`src/hdl/sspoc_pkg.sv`:
```
// ----------------------------------------------------------------------------
// sspoc_pkg: shared types and constants
// item classes, payload structs, timing constants and the big-step table
// ----------------------------------------------------------------------------
package sspoc_pkg;

  localparam logic [15:0] BLINK_PERIOD_MS = 16'd500;
  localparam logic [15:0] BIG_STEP_PERIOD_MS = 16'd100;
  localparam logic [15:0] DOUBLE_PRESS_MS = 16'd1000;
  localparam logic [15:0] RECOVERY_PERIOD_MS = 16'd1000;
  localparam logic [15:0] RAMP_UP_MS = 16'd500;
  localparam logic [15:0] LOW_VOLTAGE_MV = 16'd500;
  localparam logic [3:0]  LOW_READINGS = 4'd10;

  localparam logic [15:0] VOLTAGE_MIN_RST = 16'd3300;
  localparam logic [15:0] VOLTAGE_MAX_RST = 16'd21000;
  localparam logic [7:0]  VOLTAGE_STEP_RST = 8'd20;
  localparam logic [15:0] CURRENT_MIN_RST = 16'd1000;
  localparam logic [15:0] CURRENT_MAX_RST = 16'd3000;
  localparam logic [7:0]  CURRENT_STEP_RST = 8'd50;

  localparam int QUEUE_DEPTH = 2;

  typedef enum logic [2:0] {
    MODE_TICK   = 3'd0,
    MODE_KNOB   = 3'd1,
    MODE_SAMPLE = 3'd2,
    MODE_FAULT  = 3'd3,
    MODE_OFF    = 3'd4
  } mode_t;

  typedef enum logic [2:0] {
    KNOB_IDLE  = 3'd0,
    KNOB_SHORT = 3'd1,
    KNOB_LONG  = 3'd2,
    KNOB_UP    = 3'd3,
    KNOB_DOWN  = 3'd4
  } knob_t;

  typedef enum logic [2:0] {
    REG_VOLTAGE_MIN  = 3'd0,
    REG_VOLTAGE_MAX  = 3'd1,
    REG_VOLTAGE_STEP = 3'd2,
    REG_CURRENT_MIN  = 3'd3,
    REG_CURRENT_MAX  = 3'd4,
    REG_CURRENT_STEP = 3'd5,
    REG_EDIT_ALLOWED = 3'd6,
    REG_MENU_ALLOWED = 3'd7
  } reg_index_t;

  typedef enum logic [1:0] {
    SEL_NONE    = 2'd0,
    SEL_VOLTAGE = 2'd1,
    SEL_CURRENT = 2'd2
  } sel_t;

  typedef enum logic [3:0] {
    CL_NONE, CL_TICK, CL_PRESS, CL_LONG, CL_UP, CL_DOWN, CL_SAMPLE, CL_FAULT, CL_OFF
  } item_class_t;

  typedef enum logic [1:0] {
    BK_IDLE, BK_MUL, BK_UPD
  } back_state_t;

  typedef struct packed {
    logic [2:0]  mode;
    logic [7:0]  elapsed_ms;
    logic [2:0]  knob_event;
    logic [15:0] sample_mv;
    logic        fault_present;
  } in_item_t;

  typedef struct packed {
    logic        output_on;
    logic [15:0] set_voltage_mv;
    logic [15:0] set_current_ma;
    logic [1:0]  selected_field;
    logic        editing;
    logic        fault_latched;
    logic        apply_request;
    logic        menu_request;
    logic        volt_hl;
    logic        curr_hl;
  } out_item_t;

  typedef struct packed {
    item_class_t cls;
    logic [7:0]  elapsed_ms;
    logic [15:0] sample_mv;
    logic        fault_present;
  } work_t;

  typedef struct packed {
    logic push;
    logic pop;
    logic full;
    logic empty;
  } queue_ctl_t;

  // detents per big step: 250 / step, with a zero step counted as one
  function automatic logic [7:0] big_count(input logic [7:0] step);
    logic [7:0] c;
    case (step) inside
      8'd0:          c = 8'd1;
      8'd1:          c = 8'd250;
      8'd2:          c = 8'd125;
      8'd3:          c = 8'd83;
      8'd4:          c = 8'd62;
      8'd5:          c = 8'd50;
      8'd6:          c = 8'd41;
      8'd7:          c = 8'd35;
      8'd8:          c = 8'd31;
      8'd9:          c = 8'd27;
      8'd10:         c = 8'd25;
      8'd11:         c = 8'd22;
      8'd12:         c = 8'd20;
      8'd13:         c = 8'd19;
      8'd14:         c = 8'd17;
      8'd15:         c = 8'd16;
      8'd16:         c = 8'd15;
      8'd17:         c = 8'd14;
      [8'd18:8'd19]: c = 8'd13;
      8'd20:         c = 8'd12;
      [8'd21:8'd22]: c = 8'd11;
      [8'd23:8'd25]: c = 8'd10;
      [8'd26:8'd27]: c = 8'd9;
      [8'd28:8'd31]: c = 8'd8;
      [8'd32:8'd35]: c = 8'd7;
      [8'd36:8'd41]: c = 8'd6;
      [8'd42:8'd50]: c = 8'd5;
      [8'd51:8'd62]: c = 8'd4;
      [8'd63:8'd83]: c = 8'd3;
      [8'd84:8'd125]: c = 8'd2;
      [8'd126:8'd250]: c = 8'd1;
      default:       c = 8'd0;
    endcase
    return c;
  endfunction

  function automatic logic [15:0] sat_add(input logic [15:0] t, input logic [7:0] d);
    logic [16:0] s;
    s = {1'b0, t} + {9'd0, d};
    return s[16] ? 16'hFFFF : s[15:0];
  endfunction

endpackage

```
`src/hdl/sspoc_front.sv`:
```
// ----------------------------------------------------------------------------
// sspoc_front: input classifier
// decodes mode and knob code of each accepted beat into one work class
// ----------------------------------------------------------------------------
module sspoc_front (
  input  logic                in_valid,
  output logic                in_stall,
  input  sspoc_pkg::in_item_t in_data,
  input  logic                q_full,
  output logic                q_push,
  output sspoc_pkg::work_t    q_data
);

  sspoc_pkg::item_class_t cls;

  always_comb begin
    cls = sspoc_pkg::CL_NONE;
    case (in_data.mode)
      sspoc_pkg::MODE_TICK:   cls = sspoc_pkg::CL_TICK;
      sspoc_pkg::MODE_SAMPLE: cls = sspoc_pkg::CL_SAMPLE;
      sspoc_pkg::MODE_OFF:    cls = sspoc_pkg::CL_OFF;
      sspoc_pkg::MODE_FAULT: begin
        if (in_data.fault_present) cls = sspoc_pkg::CL_FAULT;
      end
      sspoc_pkg::MODE_KNOB: begin
        case (in_data.knob_event)
          sspoc_pkg::KNOB_SHORT: cls = sspoc_pkg::CL_PRESS;
          sspoc_pkg::KNOB_LONG:  cls = sspoc_pkg::CL_LONG;
          sspoc_pkg::KNOB_UP:    cls = sspoc_pkg::CL_UP;
          sspoc_pkg::KNOB_DOWN:  cls = sspoc_pkg::CL_DOWN;
          default:               cls = sspoc_pkg::CL_NONE;
        endcase
      end
      default: cls = sspoc_pkg::CL_NONE;
    endcase
  end

  assign in_stall = q_full;
  assign q_push = in_valid && !q_full;
  assign q_data = '{cls: cls, elapsed_ms: in_data.elapsed_ms,
                    sample_mv: in_data.sample_mv, fault_present: in_data.fault_present};

endmodule

```
`src/hdl/sspoc_queue.sv`:
```
// ----------------------------------------------------------------------------
// sspoc_queue: two-entry work queue
// decouples the classifier from the state update engine
// ----------------------------------------------------------------------------
module sspoc_queue (
  input  logic                   clk,
  input  logic                   rst,
  input  logic                   push,
  input  sspoc_pkg::work_t       wr_data,
  input  logic                   pop,
  output sspoc_pkg::work_t       rd_data,
  output sspoc_pkg::queue_ctl_t  ctl
);

  localparam int PW = $clog2(sspoc_pkg::QUEUE_DEPTH);

  sspoc_pkg::work_t entries [sspoc_pkg::QUEUE_DEPTH];
  logic [PW-1:0] wr_ptr, rd_ptr;
  logic [PW:0]   count;
  logic full, empty, do_push, do_pop;

  assign full = (count == (PW+1)'(sspoc_pkg::QUEUE_DEPTH));
  assign empty = (count == '0);
  assign do_push = push && !full;
  assign do_pop = pop && !empty;
  assign rd_data = entries[rd_ptr];
  assign ctl = '{push: do_push, pop: do_pop, full: full, empty: empty};

  always_ff @(posedge clk) begin
    if (do_push) entries[wr_ptr] <= wr_data;
  end

  always_ff @(posedge clk) begin
    if (rst) begin
      wr_ptr <= '0;
      rd_ptr <= '0;
      count <= '0;
    end else begin
      if (do_push) wr_ptr <= (wr_ptr == PW'(sspoc_pkg::QUEUE_DEPTH - 1)) ? '0 : wr_ptr + 1'b1;
      if (do_pop) rd_ptr <= (rd_ptr == PW'(sspoc_pkg::QUEUE_DEPTH - 1)) ? '0 : rd_ptr + 1'b1;
      count <= count + (PW+1)'(do_push) - (PW+1)'(do_pop);
    end
  end

endmodule

```
`src/hdl/sspoc_back.sv`:
```
// ----------------------------------------------------------------------------
// sspoc_back: state update engine
// holds config and panel state, applies one work item, registers the result
// ----------------------------------------------------------------------------
module sspoc_back (
  input  logic                   clk,
  input  logic                   rst,
  input  logic                   cfg_we,
  input  logic [2:0]             cfg_index,
  input  logic [15:0]            cfg_data,
  input  sspoc_pkg::queue_ctl_t  q_ctl,
  input  sspoc_pkg::work_t       q_data,
  output logic                   q_pop,
  output logic                   out_valid,
  input  logic                   out_stall,
  output sspoc_pkg::out_item_t   out_data
);

  // config registers
  logic [15:0] volt_lo, volt_hi, curr_lo, curr_hi;
  logic [7:0]  volt_inc, curr_inc;
  logic        editing_allowed, menu_allowed;

  // panel state
  logic [15:0] voltage_sp, current_sp, blink_timer, knob_timer, recovery_timer, ramp_timer;
  logic [15:0] last_sample;
  logic [1:0]  selection;
  logic [3:0]  low_count;
  logic        edit_flag, blink_phase, output_flag, fault_flag;

  sspoc_pkg::back_state_t state, state_next;
  sspoc_pkg::work_t cur;
  logic [15:0] delta;
  logic out_free, do_update;

  // next-state values
  logic [15:0] voltage_sp_next, current_sp_next, blink_timer_next, knob_timer_next;
  logic [15:0] recovery_timer_next, ramp_timer_next, last_sample_next;
  logic [1:0]  selection_next;
  logic [3:0]  low_count_next;
  logic        edit_flag_next, blink_phase_next, output_flag_next, fault_flag_next;
  logic        apply, menu, active;
  logic [7:0]  step_sel;
  logic [15:0] val_sel, lo_sel, hi_sel, adj;
  logic signed [17:0] sum;

  assign out_free = !out_valid || !out_stall;
  assign do_update = (state == sspoc_pkg::BK_UPD) && out_free;

  always_comb begin
    state_next = state;
    case (state)
      sspoc_pkg::BK_IDLE: if (!q_ctl.empty) state_next = sspoc_pkg::BK_MUL;
      sspoc_pkg::BK_MUL:  state_next = sspoc_pkg::BK_UPD;
      sspoc_pkg::BK_UPD:  if (out_free) state_next = sspoc_pkg::BK_IDLE;
      default:            state_next = sspoc_pkg::BK_IDLE;
    endcase
  end

  always_comb begin
    q_pop = 1'b0;
    case (state)
      sspoc_pkg::BK_IDLE: q_pop = !q_ctl.empty;
      default:            q_pop = 1'b0;
    endcase
  end

  always_ff @(posedge clk) begin
    if (rst) state <= sspoc_pkg::BK_IDLE;
    else state <= state_next;
  end

  always_ff @(posedge clk) begin
    if (q_pop) cur <= q_data;
  end

  // step times detent count on a fast turn, else bare step; registered
  always_comb begin
    step_sel = (selection == sspoc_pkg::SEL_CURRENT) ? curr_inc : volt_inc;
  end

  always_ff @(posedge clk) begin
    if (state == sspoc_pkg::BK_MUL) begin
      if (knob_timer < sspoc_pkg::BIG_STEP_PERIOD_MS)
        delta <= step_sel * sspoc_pkg::big_count(step_sel);
      else
        delta <= {8'd0, step_sel};
    end
  end

  // add and clamp, maximum first so the minimum wins on crossed limits
  always_comb begin
    val_sel = (selection == sspoc_pkg::SEL_CURRENT) ? current_sp : voltage_sp;
    lo_sel = (selection == sspoc_pkg::SEL_CURRENT) ? curr_lo : volt_lo;
    hi_sel = (selection == sspoc_pkg::SEL_CURRENT) ? curr_hi : volt_hi;
    if (cur.cls == sspoc_pkg::CL_UP)
      sum = $signed({2'b00, val_sel}) + $signed({2'b00, delta});
    else
      sum = $signed({2'b00, val_sel}) - $signed({2'b00, delta});
    if (sum > $signed({2'b00, hi_sel})) sum = $signed({2'b00, hi_sel});
    if (sum < $signed({2'b00, lo_sel})) sum = $signed({2'b00, lo_sel});
    adj = sum[15:0];
  end

  always_comb begin
    voltage_sp_next = voltage_sp;
    current_sp_next = current_sp;
    blink_timer_next = blink_timer;
    knob_timer_next = knob_timer;
    recovery_timer_next = recovery_timer;
    ramp_timer_next = ramp_timer;
    last_sample_next = last_sample;
    selection_next = selection;
    low_count_next = low_count;
    edit_flag_next = edit_flag;
    blink_phase_next = blink_phase;
    output_flag_next = output_flag;
    fault_flag_next = fault_flag;
    apply = 1'b0;
    menu = 1'b0;
    case (cur.cls)
      sspoc_pkg::CL_TICK: begin
        blink_timer_next = sspoc_pkg::sat_add(blink_timer, cur.elapsed_ms);
        knob_timer_next = sspoc_pkg::sat_add(knob_timer, cur.elapsed_ms);
        recovery_timer_next = sspoc_pkg::sat_add(recovery_timer, cur.elapsed_ms);
        ramp_timer_next = sspoc_pkg::sat_add(ramp_timer, cur.elapsed_ms);
        if (edit_flag && blink_timer_next >= sspoc_pkg::BLINK_PERIOD_MS) begin
          blink_timer_next = '0;
          blink_phase_next = !blink_phase;
        end
        if (fault_flag && recovery_timer_next >= sspoc_pkg::RECOVERY_PERIOD_MS) begin
          recovery_timer_next = '0;
          if (!cur.fault_present) begin
            fault_flag_next = 1'b0;
            apply = 1'b1;
          end
        end
        if (ramp_timer_next >= sspoc_pkg::RAMP_UP_MS && output_flag &&
            last_sample < sspoc_pkg::LOW_VOLTAGE_MV) begin
          low_count_next = low_count + 4'd1;
          if (low_count_next >= sspoc_pkg::LOW_READINGS) begin
            output_flag_next = 1'b0;
            low_count_next = '0;
          end
        end
      end
      sspoc_pkg::CL_PRESS: begin
        if (selection != sspoc_pkg::SEL_NONE) begin
          apply = edit_flag;
          edit_flag_next = !edit_flag;
        end else if (menu_allowed && !output_flag) begin
          if (knob_timer <= sspoc_pkg::DOUBLE_PRESS_MS) menu = 1'b1;
          else knob_timer_next = '0;
        end
      end
      sspoc_pkg::CL_LONG: begin
        if (!edit_flag && !fault_flag) begin
          output_flag_next = !output_flag;
          ramp_timer_next = '0;
        end
      end
      sspoc_pkg::CL_UP, sspoc_pkg::CL_DOWN: begin
        if (editing_allowed) begin
          if (edit_flag) begin
            knob_timer_next = '0;
            if (selection == sspoc_pkg::SEL_VOLTAGE) voltage_sp_next = adj;
            else if (selection == sspoc_pkg::SEL_CURRENT) current_sp_next = adj;
          end else if (cur.cls == sspoc_pkg::CL_UP) begin
            selection_next = (selection == sspoc_pkg::SEL_CURRENT) ? sspoc_pkg::SEL_NONE
                                                                   : selection + 2'd1;
          end else begin
            selection_next = (selection == sspoc_pkg::SEL_NONE) ? sspoc_pkg::SEL_CURRENT
                                                                : selection - 2'd1;
          end
        end
      end
      sspoc_pkg::CL_SAMPLE: last_sample_next = cur.sample_mv;
      sspoc_pkg::CL_FAULT: begin
        fault_flag_next = 1'b1;
        output_flag_next = 1'b0;
      end
      sspoc_pkg::CL_OFF: output_flag_next = 1'b0;
      default: ;
    endcase
    active = edit_flag_next ? blink_phase_next : 1'b1;
  end

  always_ff @(posedge clk) begin
    if (rst) begin
      volt_lo <= sspoc_pkg::VOLTAGE_MIN_RST;
      volt_hi <= sspoc_pkg::VOLTAGE_MAX_RST;
      volt_inc <= sspoc_pkg::VOLTAGE_STEP_RST;
      curr_lo <= sspoc_pkg::CURRENT_MIN_RST;
      curr_hi <= sspoc_pkg::CURRENT_MAX_RST;
      curr_inc <= sspoc_pkg::CURRENT_STEP_RST;
      editing_allowed <= 1'b0;
      menu_allowed <= 1'b0;
    end else if (cfg_we) begin
      case (cfg_index)
        sspoc_pkg::REG_VOLTAGE_MIN:  volt_lo <= cfg_data;
        sspoc_pkg::REG_VOLTAGE_MAX:  volt_hi <= cfg_data;
        sspoc_pkg::REG_VOLTAGE_STEP: volt_inc <= cfg_data[7:0];
        sspoc_pkg::REG_CURRENT_MIN:  curr_lo <= cfg_data;
        sspoc_pkg::REG_CURRENT_MAX:  curr_hi <= cfg_data;
        sspoc_pkg::REG_CURRENT_STEP: curr_inc <= cfg_data[7:0];
        sspoc_pkg::REG_EDIT_ALLOWED: editing_allowed <= cfg_data[0];
        sspoc_pkg::REG_MENU_ALLOWED: menu_allowed <= cfg_data[0];
        default: ;
      endcase
    end
  end

  always_ff @(posedge clk) begin
    if (rst) begin
      voltage_sp <= sspoc_pkg::VOLTAGE_MIN_RST;
      current_sp <= sspoc_pkg::CURRENT_MIN_RST;
      blink_timer <= '0;
      knob_timer <= '0;
      recovery_timer <= '0;
      ramp_timer <= '0;
      last_sample <= '0;
      selection <= sspoc_pkg::SEL_NONE;
      low_count <= '0;
      edit_flag <= 1'b0;
      blink_phase <= 1'b0;
      output_flag <= 1'b0;
      fault_flag <= 1'b0;
    end else if (do_update) begin
      voltage_sp <= voltage_sp_next;
      current_sp <= current_sp_next;
      blink_timer <= blink_timer_next;
      knob_timer <= knob_timer_next;
      recovery_timer <= recovery_timer_next;
      ramp_timer <= ramp_timer_next;
      last_sample <= last_sample_next;
      selection <= selection_next;
      low_count <= low_count_next;
      edit_flag <= edit_flag_next;
      blink_phase <= blink_phase_next;
      output_flag <= output_flag_next;
      fault_flag <= fault_flag_next;
    end
  end

  always_ff @(posedge clk) begin
    if (rst) out_valid <= 1'b0;
    else if (do_update) out_valid <= 1'b1;
    else if (!out_stall) out_valid <= 1'b0;
  end

  always_ff @(posedge clk) begin
    if (do_update) begin
      out_data.output_on <= output_flag_next;
      out_data.set_voltage_mv <= voltage_sp_next;
      out_data.set_current_ma <= current_sp_next;
      out_data.selected_field <= selection_next;
      out_data.editing <= edit_flag_next;
      out_data.fault_latched <= fault_flag_next;
      out_data.apply_request <= apply;
      out_data.menu_request <= menu;
      out_data.volt_hl <= (selection_next == sspoc_pkg::SEL_VOLTAGE) && active;
      out_data.curr_hl <= (selection_next == sspoc_pkg::SEL_CURRENT) && active;
    end
  end

endmodule

```
`src/hdl/supply_setpoint_output_controller.sv`:
```
// ----------------------------------------------------------------------------
// supply_setpoint_output_controller: front-panel controller top level
// setpoint editing, selection, blink, menu request and output switching
// ----------------------------------------------------------------------------
// usage
//   input channel in_valid / in_stall / in_data carries one event per beat:
//   a tick, a knob event, a voltage sample, a fault report or an off report
//   output channel out_valid / out_stall / out_data gives exactly one result
//   beat per input beat, in order: output switch, setpoints, selection,
//   edit and fault flags, apply and menu pulses, highlights
//   configuration registers are written through cfg_we / cfg_index / cfg_data
//   only while no item is in flight, a rule for the user that the block leaves unenforced
// processing
//   an accepted beat sits in a two-entry queue, then the update engine
//   takes it through its states in order (pop, step multiply,
//   add-clamp-update, which waits on a stalled output); the engine
//   takes no new item from the queue until it is through with the last
// reset
//   rst is synchronous; it empties the queue, drops out_valid and loads the
//   register reset values, with the setpoints at the minimum limits
// stalls
//   a stalled result holds in the output register; the engine waits, the
//   queue fills, and in_stall rises once both queue entries are taken
// ----------------------------------------------------------------------------
module supply_setpoint_output_controller (
  input  logic                  clk,
  input  logic                  rst,
  input  logic                  in_valid,
  output logic                  in_stall,
  input  sspoc_pkg::in_item_t   in_data,
  output logic                  out_valid,
  input  logic                  out_stall,
  output sspoc_pkg::out_item_t  out_data,
  input  logic                  cfg_we,
  input  logic [2:0]            cfg_index,
  input  logic [15:0]           cfg_data
);

  // classified work between front and back
  sspoc_pkg::work_t      push_item, pop_item;
  sspoc_pkg::queue_ctl_t q_ctl;
  logic                  q_push, q_pop;

  sspoc_front u_front (
    .in_valid (in_valid),
    .in_stall (in_stall),
    .in_data  (in_data),
    .q_full   (q_ctl.full),
    .q_push   (q_push),
    .q_data   (push_item)
  );

  sspoc_queue u_queue (
    .clk     (clk),
    .rst     (rst),
    .push    (q_push),
    .wr_data (push_item),
    .pop     (q_pop),
    .rd_data (pop_item),
    .ctl     (q_ctl)
  );

  // engine owns the config registers and all panel state
  sspoc_back u_back (
    .clk       (clk),
    .rst       (rst),
    .cfg_we    (cfg_we),
    .cfg_index (cfg_index),
    .cfg_data  (cfg_data),
    .q_ctl     (q_ctl),
    .q_data    (pop_item),
    .q_pop     (q_pop),
    .out_valid (out_valid),
    .out_stall (out_stall),
    .out_data  (out_data)
  );

endmodule

```
`config.mk`:
```
export PLATFORM = sky130hd
export DESIGN_NAME = supply_setpoint_output_controller
export DESIGN_NICKNAME = d
export VERILOG_FILES = /design/src/hdl/sspoc_pkg.sv /design/src/hdl/sspoc_front.sv /design/src/hdl/sspoc_queue.sv /design/src/hdl/sspoc_back.sv /design/src/hdl/supply_setpoint_output_controller.sv
export SDC_FILE = /design/constraint.sdc
export NUM_CORES = 1
export LEC_CHECK = 0
export ABC_CLOCK_PERIOD_IN_PS = 22900
export BUFFER_PORTS_ARGS = -buffer_cell sky130_fd_sc_hd__buf_2
export CAP_MARGIN = 0
export CELL_PAD_IN_SITES_DETAIL_PLACEMENT = 2
export CELL_PAD_IN_SITES_GLOBAL_PLACEMENT = 2
export CORE_MARGIN = 10
export CORE_UTILIZATION = 43
export CTS_CLUSTER_SIZE = 40
export DETAILED_ROUTE_END_ITERATION = 16
export PLACE_DENSITY = 0.95
export SYNTH_ARGS = -nofsm -noshare
export SYNTH_HDL_FRONTEND = slang
export SYNTH_SLANG_ARGS = --single-unit
```
`constraint.sdc`:
```
create_clock -name clk -period 22.9 [get_ports clk]
set_input_delay 2.29 -clock clk [delete_from_list [all_inputs] [get_ports clk]]
set_output_delay 2.29 -clock clk [all_outputs]
set_load 0.02 [all_outputs]
```
After elaboration in Yosys (flattened, before gate mapping):

Memories as Yosys holds them, arrays and structs flattened. A register that Yosys moved wholly into a read port is not among the register bits.
Cells that the tools add are included.

* output and inout port bits: 43
* bits in registers: 268
* word-level logic and storage cells: 305
* memories: 1
* bits in writable memories: 58
* input bits: 55

Memories
* u_queue.entries: words 2, width 29, read ports 1, clocked after memory_dff 1, write ports 1, RTL line sspoc_queue.sv:17 `sspoc_pkg::work_t entries [sspoc_pkg::QUEUE_DEPTH];`

* multiply operators: 1
* reductions and logical operators: 59
* $lt $le $gt $ge: 33
* muxes and demuxes: 101
* add/subtract/negate cells: 13
* equality and inequality tests: 57
* bitwise logic cells: 2

Operators with widths (number)
* 16-bit two-way mux: 25
* 8-bit two-way mux: 34
* 16-bit by 8-bit adder with 17-bit output: 4
* 8-bit by 4-bit equality test with 1-bit output (second input constant): 8
* 16-bit one-hot mux with 3 select lines: 1
* 8-bit by 5-bit >= comparator with 1-bit output (second input constant): 5
* 8-bit by 6-bit >= comparator with 1-bit output (second input constant): 5
* 8-bit by 5-bit less-or-equal comparator with 1-bit output (second input constant): 5
* 18-bit two-way mux: 2
* 8-bit by 3-bit equality test with 1-bit output (second input constant): 4
* 16-bit by 9-bit >= comparator with 1-bit output (second input constant): 2
* 8-bit by 6-bit less-or-equal comparator with 1-bit output (second input constant): 4
* 16-bit one-hot mux with 2 select lines: 1
* 8-bit by 5-bit equality test with 1-bit output (second input constant): 3
* 1-bit logical AND: 24
* 1-bit two-way mux: 22
* 2-bit AND reduction: 11
* 4-bit one-hot mux with 5 select lines: 1
* 3-bit by 2-bit equality test with 1-bit output (second input constant): 6
* 3-bit equality test (second input constant): 6
* 18-bit by 17-bit greater-than comparator with 1-bit output: 1
* 18-bit by 17-bit < comparator with 1-bit output: 1
* 16-bit by 16-bit adder with 17-bit output: 1
* 16-bit by 16-bit subtractor with 17-bit output: 1
* other kinds (45): 89

Longest topological paths before layout:

* depth after elaboration: 39
* depth in mapped cells: 36
* mapped depth without buffers: 30

Hierarchy:

From an unflattened synthesis, not the netlist that was laid out.

* cells, all modules: 2417
* area total of the unflattened synthesis: 21760.9 µm²

By module, submodules not included
* sspoc_back: cells each 2253, area an instance 19105.8 µm², times used 1, seq. area each 6626.4 µm²
* sspoc_queue: cells each 122, area an instance 2356.0 µm², times used 1, seq. area each 1841.8 µm²
* sspoc_front: cells each 42, area an instance 299.0 µm², times used 1, seq. area each 0.0 µm²

Worst setup path before layout:

OpenSTA, ideal clock, no wires.

* kind: flip-flop to flip-flop
* start: register u_back.selection[0]
* end: register u_back.out_data[32] (netlist name)
* period minus slack after synthesis: 8.332 ns
* setup time: 0.170 ns
* arrival time: 8.162 ns
* setup slack: 14.568 ns
* data required time: 22.730 ns
* buffers on the path: 8
* cell stages (with the launch flop): 35
* path through: dfxtp_1 > inv_1 > ha_1 > buf_2 > buf_1 > buf_1 > clkbuf_1 > mux2_2 > ha_1 > clkbuf_1 > a221oi_1 > o21ai_1 > a2111o_1 > a31oi_1 > xnor2_1 > ha_1 > and4_1 > nand3_1 > nor4_1 > o2bb2ai_1 > a21oi_1 > buf_2 > nor2_1 > o21ai_0 > inv_1 > ha_1 > a21o_1 > or4_1 > nor3_1 > nor2_1 > nand2_1 > clkbuf_1 > clkbuf_1 > a32oi_1 > o31ai_1

* longest elaborated chain between the ends: 12
* elaborated cells on any way between the ends: 16
* those cells by class: 2 x add/sub; 2 x order compare; 2 x eq/ne; 10 x mux

RTL lines
* from (decl): RTL line sspoc_back.sv:27 `logic [1:0] selection;`
* from (signal assigned): RTL line sspoc_back.sv:222 `selection <= sspoc_pkg::SEL_NONE;`
* from (signal assigned): RTL line sspoc_back.sv:236 `selection <= selection_next;`
* 2-bit equality test: RTL line sspoc_back.sv:93, sspoc_back.sv:94, sspoc_back.sv:95
* 16-bit two-way mux: RTL line sspoc_back.sv:93 `val_sel = (selection == sspoc_pkg::SEL_CURRENT) ? current_sp : voltage_sp;`
* 16-bit by 16-bit subtractor with 17-bit output / 16-bit by 16-bit adder with 17-bit output (equally long branches): RTL line sspoc_back.sv:99, sspoc_back.sv:97
* 18-bit two-way mux: RTL line sspoc_back.sv:96 `if (cur.cls == sspoc_pkg::CL_UP)`
* 18-bit by 17-bit greater-than comparator with 1-bit output: RTL line sspoc_back.sv:100 `if (sum > $signed({2'b00, hi_sel})) sum = $signed({2'b00, hi_sel});`
* 18-bit two-way mux: RTL line sspoc_back.sv:100
* 18-bit by 17-bit < comparator with 1-bit output: RTL line sspoc_back.sv:101 `if (sum < $signed({2'b00, lo_sel})) sum = $signed({2'b00, lo_sel});`
* 16-bit two-way mux: RTL line sspoc_back.sv:101
* 16-bit two-way mux (*): RTL line sspoc_back.sv:166 `if (selection == sspoc_pkg::SEL_VOLTAGE) voltage_sp_next = adj;`
* 16-bit two-way mux (*): RTL line sspoc_back.sv:164 `if (edit_flag) begin`
* 16-bit two-way mux (*): RTL line sspoc_back.sv:163 `if (editing_allowed) begin`
* 16-bit two-way mux (*): RTL line sspoc_back.sv:121 `case (cur.cls)`
* net u_back.voltage_sp_next[8]: RTL line sspoc_back.sv:37 `logic [15:0] voltage_sp_next, current_sp_next, blink_timer_next, knob_timer_next;`

Mark *: on every way through the listed nets, which the timed path passes. The rest lies on a longest branch.
A chain may end at the register's enable or synchronous reset.

Worst setup path in the final report:

* start: register u_back.selection[0]
* end: register u_back.out_data[11] (netlist name)

* longest elaborated chain between the ends: 13
* elaborated cells on any way between the ends: 17
* those cells by class: 2 x add/sub; 2 x order compare; 2 x eq/ne; 11 x mux

RTL lines
* 2-bit equality test
* 16-bit two-way mux: RTL line sspoc_back.sv:93
* 16-bit by 16-bit subtractor with 17-bit output / 16-bit by 16-bit adder with 17-bit output (equally long branches): RTL line sspoc_back.sv:99, sspoc_back.sv:97
* 18-bit two-way mux: RTL line sspoc_back.sv:96
* 18-bit by 17-bit greater-than comparator with 1-bit output: RTL line sspoc_back.sv:100
* 18-bit two-way mux: RTL line sspoc_back.sv:100
* 18-bit by 17-bit < comparator with 1-bit output: RTL line sspoc_back.sv:101
* 16-bit two-way mux: RTL line sspoc_back.sv:101
* 16-bit two-way mux: RTL line sspoc_back.sv:167 `else if (selection == sspoc_pkg::SEL_CURRENT) current_sp_next = adj;`
* 16-bit two-way mux (*): RTL line sspoc_back.sv:166
* 16-bit two-way mux (*): RTL line sspoc_back.sv:164
* 16-bit two-way mux (*): RTL line sspoc_back.sv:163
* 16-bit two-way mux (*): RTL line sspoc_back.sv:121
* net u_back.current_sp_next[3]: RTL line sspoc_back.sv:37

Marked as above.

==> impl_metrics.csv <==
group,metric,value,unit
detailed_routing,drt-vias-per-instance,6.911,
hold_path,min_path_type,"flip-flop to flip-flop",
pwr,p_switching,1.228,mW
floorplanning,core,0.05038,mm^2
worst_setup_path,r2r_end,"u_back.out_data[11]",
pwr,p_int,1.536,mW
yosys,yosys_warnings,0,
clock_tree,cts_setup_buffers,0,
placement,port_buffers,95,
pwr,p_clk_share,25.9,%
detailed_routing,drc,0,
worst_setup_path,crit_arrival,11.15,ns
grt,grt-ovfl-total,0,
clock_tree,clk_pin_slew_worst_paths,0.06,ns
clock_tree,cts_buffers,40,
timing,setup_tns,0,ns
layout,drive_gt1_share,11.57,%
detailed_routing,wl_per_cell,33.46,um
timing,period_share,47.31,%
detailed_routing,routed_wl,109400,um
worst_setup_path,start_kind,"flip-flop",
worst_setup_path,critPathRequiredTime,23.22,ns
detailed_routing,dr.first_iter.drc_count,2770,
yosys,synth-seq-cells,347,
pwr,sw_frac_of_total,44.43,%
timing,slew_headroom,15.62,%
worst_setup_path,crit_slowest_cell,"buf_4",
clock_tree,cts.sinks,347,
clock_tree,htree_levels,2,
layout,layout.nets,2799,
worst_setup_path,cpPeakStageDelay,0.77,ns
clock_tree,cts_resized,0,
worst_setup_path,endpoint,"u_back.out_data[11]",
pwr,total_power,2.764,mW
detailed_routing,vias,22586,
yosys,synth_top_area_cell,"dfxtp_1",
flow_run,maxCapViolations,0,
clock_tree,hold_buffers,0,
grt,grt_pass1_vias,24891,
yosys,synthCells,2491,
timing,final_hold_viol_count,0,
grt,antenna_found_initial,3,
timing,clock_skew,0.03390,ns
yosys,synth-edff-count,138,
worst_setup_path,critPathKind,"flip-flop to flip-flop",
pwr,leakage,9.590,nW
pwr,seqPwrFrac,29.0,%
floorplanning,ioPinCount,98,
placement,dp_hpwl,65230,um
yosys,synthFlopType,"dfxtp_1",
floorplanning,rows,82,
layout,fill_cells,5257,
worst_setup_path,reg2reg_depth,31,
yosys,synth_area_leaders,"dfxtp_1 19%, edfxtp_1 19%, ha_1 7.9%",
detailed_routing,dr.pass1.iters,8,
pwr,p_comb_share,45.1,%
worst_setup_path,timing.reg2reg.setup_slack,12.07,ns
timing,slew_viol_final,0,
yosys,syn_area,0.02204,mm^2
floorplanning,die_h,246.4,um
yosys,synth_top_area_share,18.98,%
floorplanning,start_util,43.75,%
placement,routabilityCongestion,0.9066,
grt,grt_max_degree,80,
floorplanning,die_w,246.4,um
yosys,async_flop_share,0,%
worst_setup_path,path_max_fanout,51,
clock_tree,cts_buffer_depth,3,
grt,grtUsageTotal,34.77,%
clock_tree,cts_root_buf,"clkbuf_16",
worst_setup_path,cp-startpoint,"u_back.selection[0]",
yosys,seq_area_frac_synth,37.78,%
clock_tree,tritoncts,"built",
detailed_routing,ant_nets,0,
grt,grt_pass1_wl,163100,um
timing,post-route-min-period,10.83,ns
worst_setup_path,end_kind,"flip-flop",
outcome,status,"finished clean",
layout,final_cell_mix,"355 x nand2_1, 209 x dfxtp_1, 193 x a21oi_1, 173 x nor2_1, 139 x ha_1",
pwr,ir_worst_vdd,70.71,uV
floorplanning,dieArea,0.06072,mm^2
timing,setup_viol,0,
pwr,pwr_density_cell,112.1,mW/mm^2
timing,rsz0062_at_grt,"false",
yosys,syn_avg_cell_area,8.848,um^2
timing,tightest_slew,1.263,ns
yosys,ys_types,96,
clock_tree,clock_latency,0.61,ns
layout,syn_to_final_growth,11.80,%
timing,clock.fmax,92.31,MHz
layout,final_common_cell,"nand2_1",
worst_setup_path,crit-reg2reg-launch,"u_back.selection[0]",
stage by stage:
step | hold WS (ns) | instances | utilization (%) | area (um^2) | worst slack, ns
final | 0.4750 | 3268 | 48.92 | 24640 | 12.07
after global routing | 0.4986 | 3268 | 48.92 | 24640 | 11.87
after CTS | 0.4718 | 3266 | 48.91 | 24640 | 12.54
after detailed placement | 0.4482 | 3192 | 46.12 | 23230 | 12.82
after global placement | 0.4386 | 3192 | 46.12 | 23230 | 13.70
after floorplan | 0.4291 | 2517 | - | 22140 | 14.57
worst max-delay path, delay by kind of cell (launching register included):
family / cells / cell delay, ns
XOR/XNOR: 1 / 0.29
buffers and inverters: 5 / 1.78
AO/OA/AOI/OAI: 13 / 4.70
AND/OR/NAND/NOR: 7 / 1.50
adder cells (fa/ha/maj): 4 / 1.40
flip-flops: 1 / 0.35
multiplexers: 1 / 0.49
power groups by stage:
stage                     Sequential, mW  Combinational, mW  Clock, mW
after floorplan                    0.775              0.730          0
after global placement             0.790              0.927          0
after detailed placement           0.802               1.06          0
after CTS                          0.795               1.15      0.713
after global routing               0.802               1.30      0.737
final                              0.801               1.25      0.716
how the worst min path moves through the flow:
| stage | startpoint | end | cells after the start |
|---|---|---|---|
| floorplan | u_back.blink_timer[0] | u_back.blink_timer[0] | 2 |
| global placement | u_back.last_sample[7] | u_back.last_sample[7] | 2 |
| detailed placement | u_back.volt_lo[13] | u_back.volt_lo[13] | 2 |
| CTS | u_back.volt_lo[0] | u_back.volt_lo[0] | 2 |
| global route | u_back.curr_lo[2] | u_back.curr_lo[2] | 2 |
| finish | u_back.volt_lo[0] | u_back.volt_lo[0] | 2 |
cell families after synthesis:
family	Yosys count	share of synthesized area [%]
flip-flops	347	37.78
buffers and inverters	259	4.575
other	2	0.03407
adder cells (fa/ha/maj)	182	11.76
AND/OR/NAND/NOR	895	19.04
multiplexers	103	4.984
XOR/XNOR	54	2.146
AO/OA/AOI/OAI	649	19.68
state kept, by name, summed over array words and instances, names as in the netlist, 4 cells and up:
| name | flops |
|---|---|
| u_back.curr_hi | 16 |
| u_back.volt_hi | 16 |
| u_back.curr_inc | 8 |
| u_back.blink_timer | 16 |
| u_back.ramp_timer | 16 |
| u_back.voltage_sp | 16 |
| u_back.curr_lo | 16 |
| u_back.cur | 27 |
| u_back.current_sp | 16 |
| u_back.volt_lo | 16 |
| u_back.knob_timer | 16 |
| u_back.last_sample | 14 |
| u_back.volt_inc | 8 |
| u_back.out_data | 41 |
| u_back.delta | 16 |
| u_queue.entries | 54 |
| u_back.recovery_timer | 16 |
| u_back.low_count | 4 |
synthesized netlist by cell type (all sizes together), types with 18 or more instances:
cell and n:
nor2 175, mux2i 49, a32oi 18, nand2b 24, inv 134, buf 27
o31ai 37, mux2 54, edfxtp 138, a21oi 195, o21ai 124, a31oi 31
xor2 22, nor2b 33, or3 25, clkbuf 98, ha 140, fa 42
nand3 89, a21o 23, nor3 68, and3 29, dfxtp 209, nand2 357
xnor2 32, a211oi 37
per-layer routing:
metal	part of all wire [%]	GRT usage, %	vias up
met1	36	38.83	11295
met5	0.024	0	-
met4	7.1	22.03	4
met3	8.0	7.542	575
met2	49	59.39	1581
li1	-	-	9131
final cells by class:
type	count	area (um^2)	share of cell area [%]
Antenna cell	2	5.005	0.02031
Clock buffer	58	1181	4.793
Clock inverter	16	222.7	0.9038
Inverter	134	503.0	2.041
Multi-Input combinational cell	1911	12840	52.09
Sequential cell	347	8328	33.80
Tap cell	672	840.8	3.412
Timing Repair Buffer	128	725.7	2.945
(Power assumes the default switching activity.)
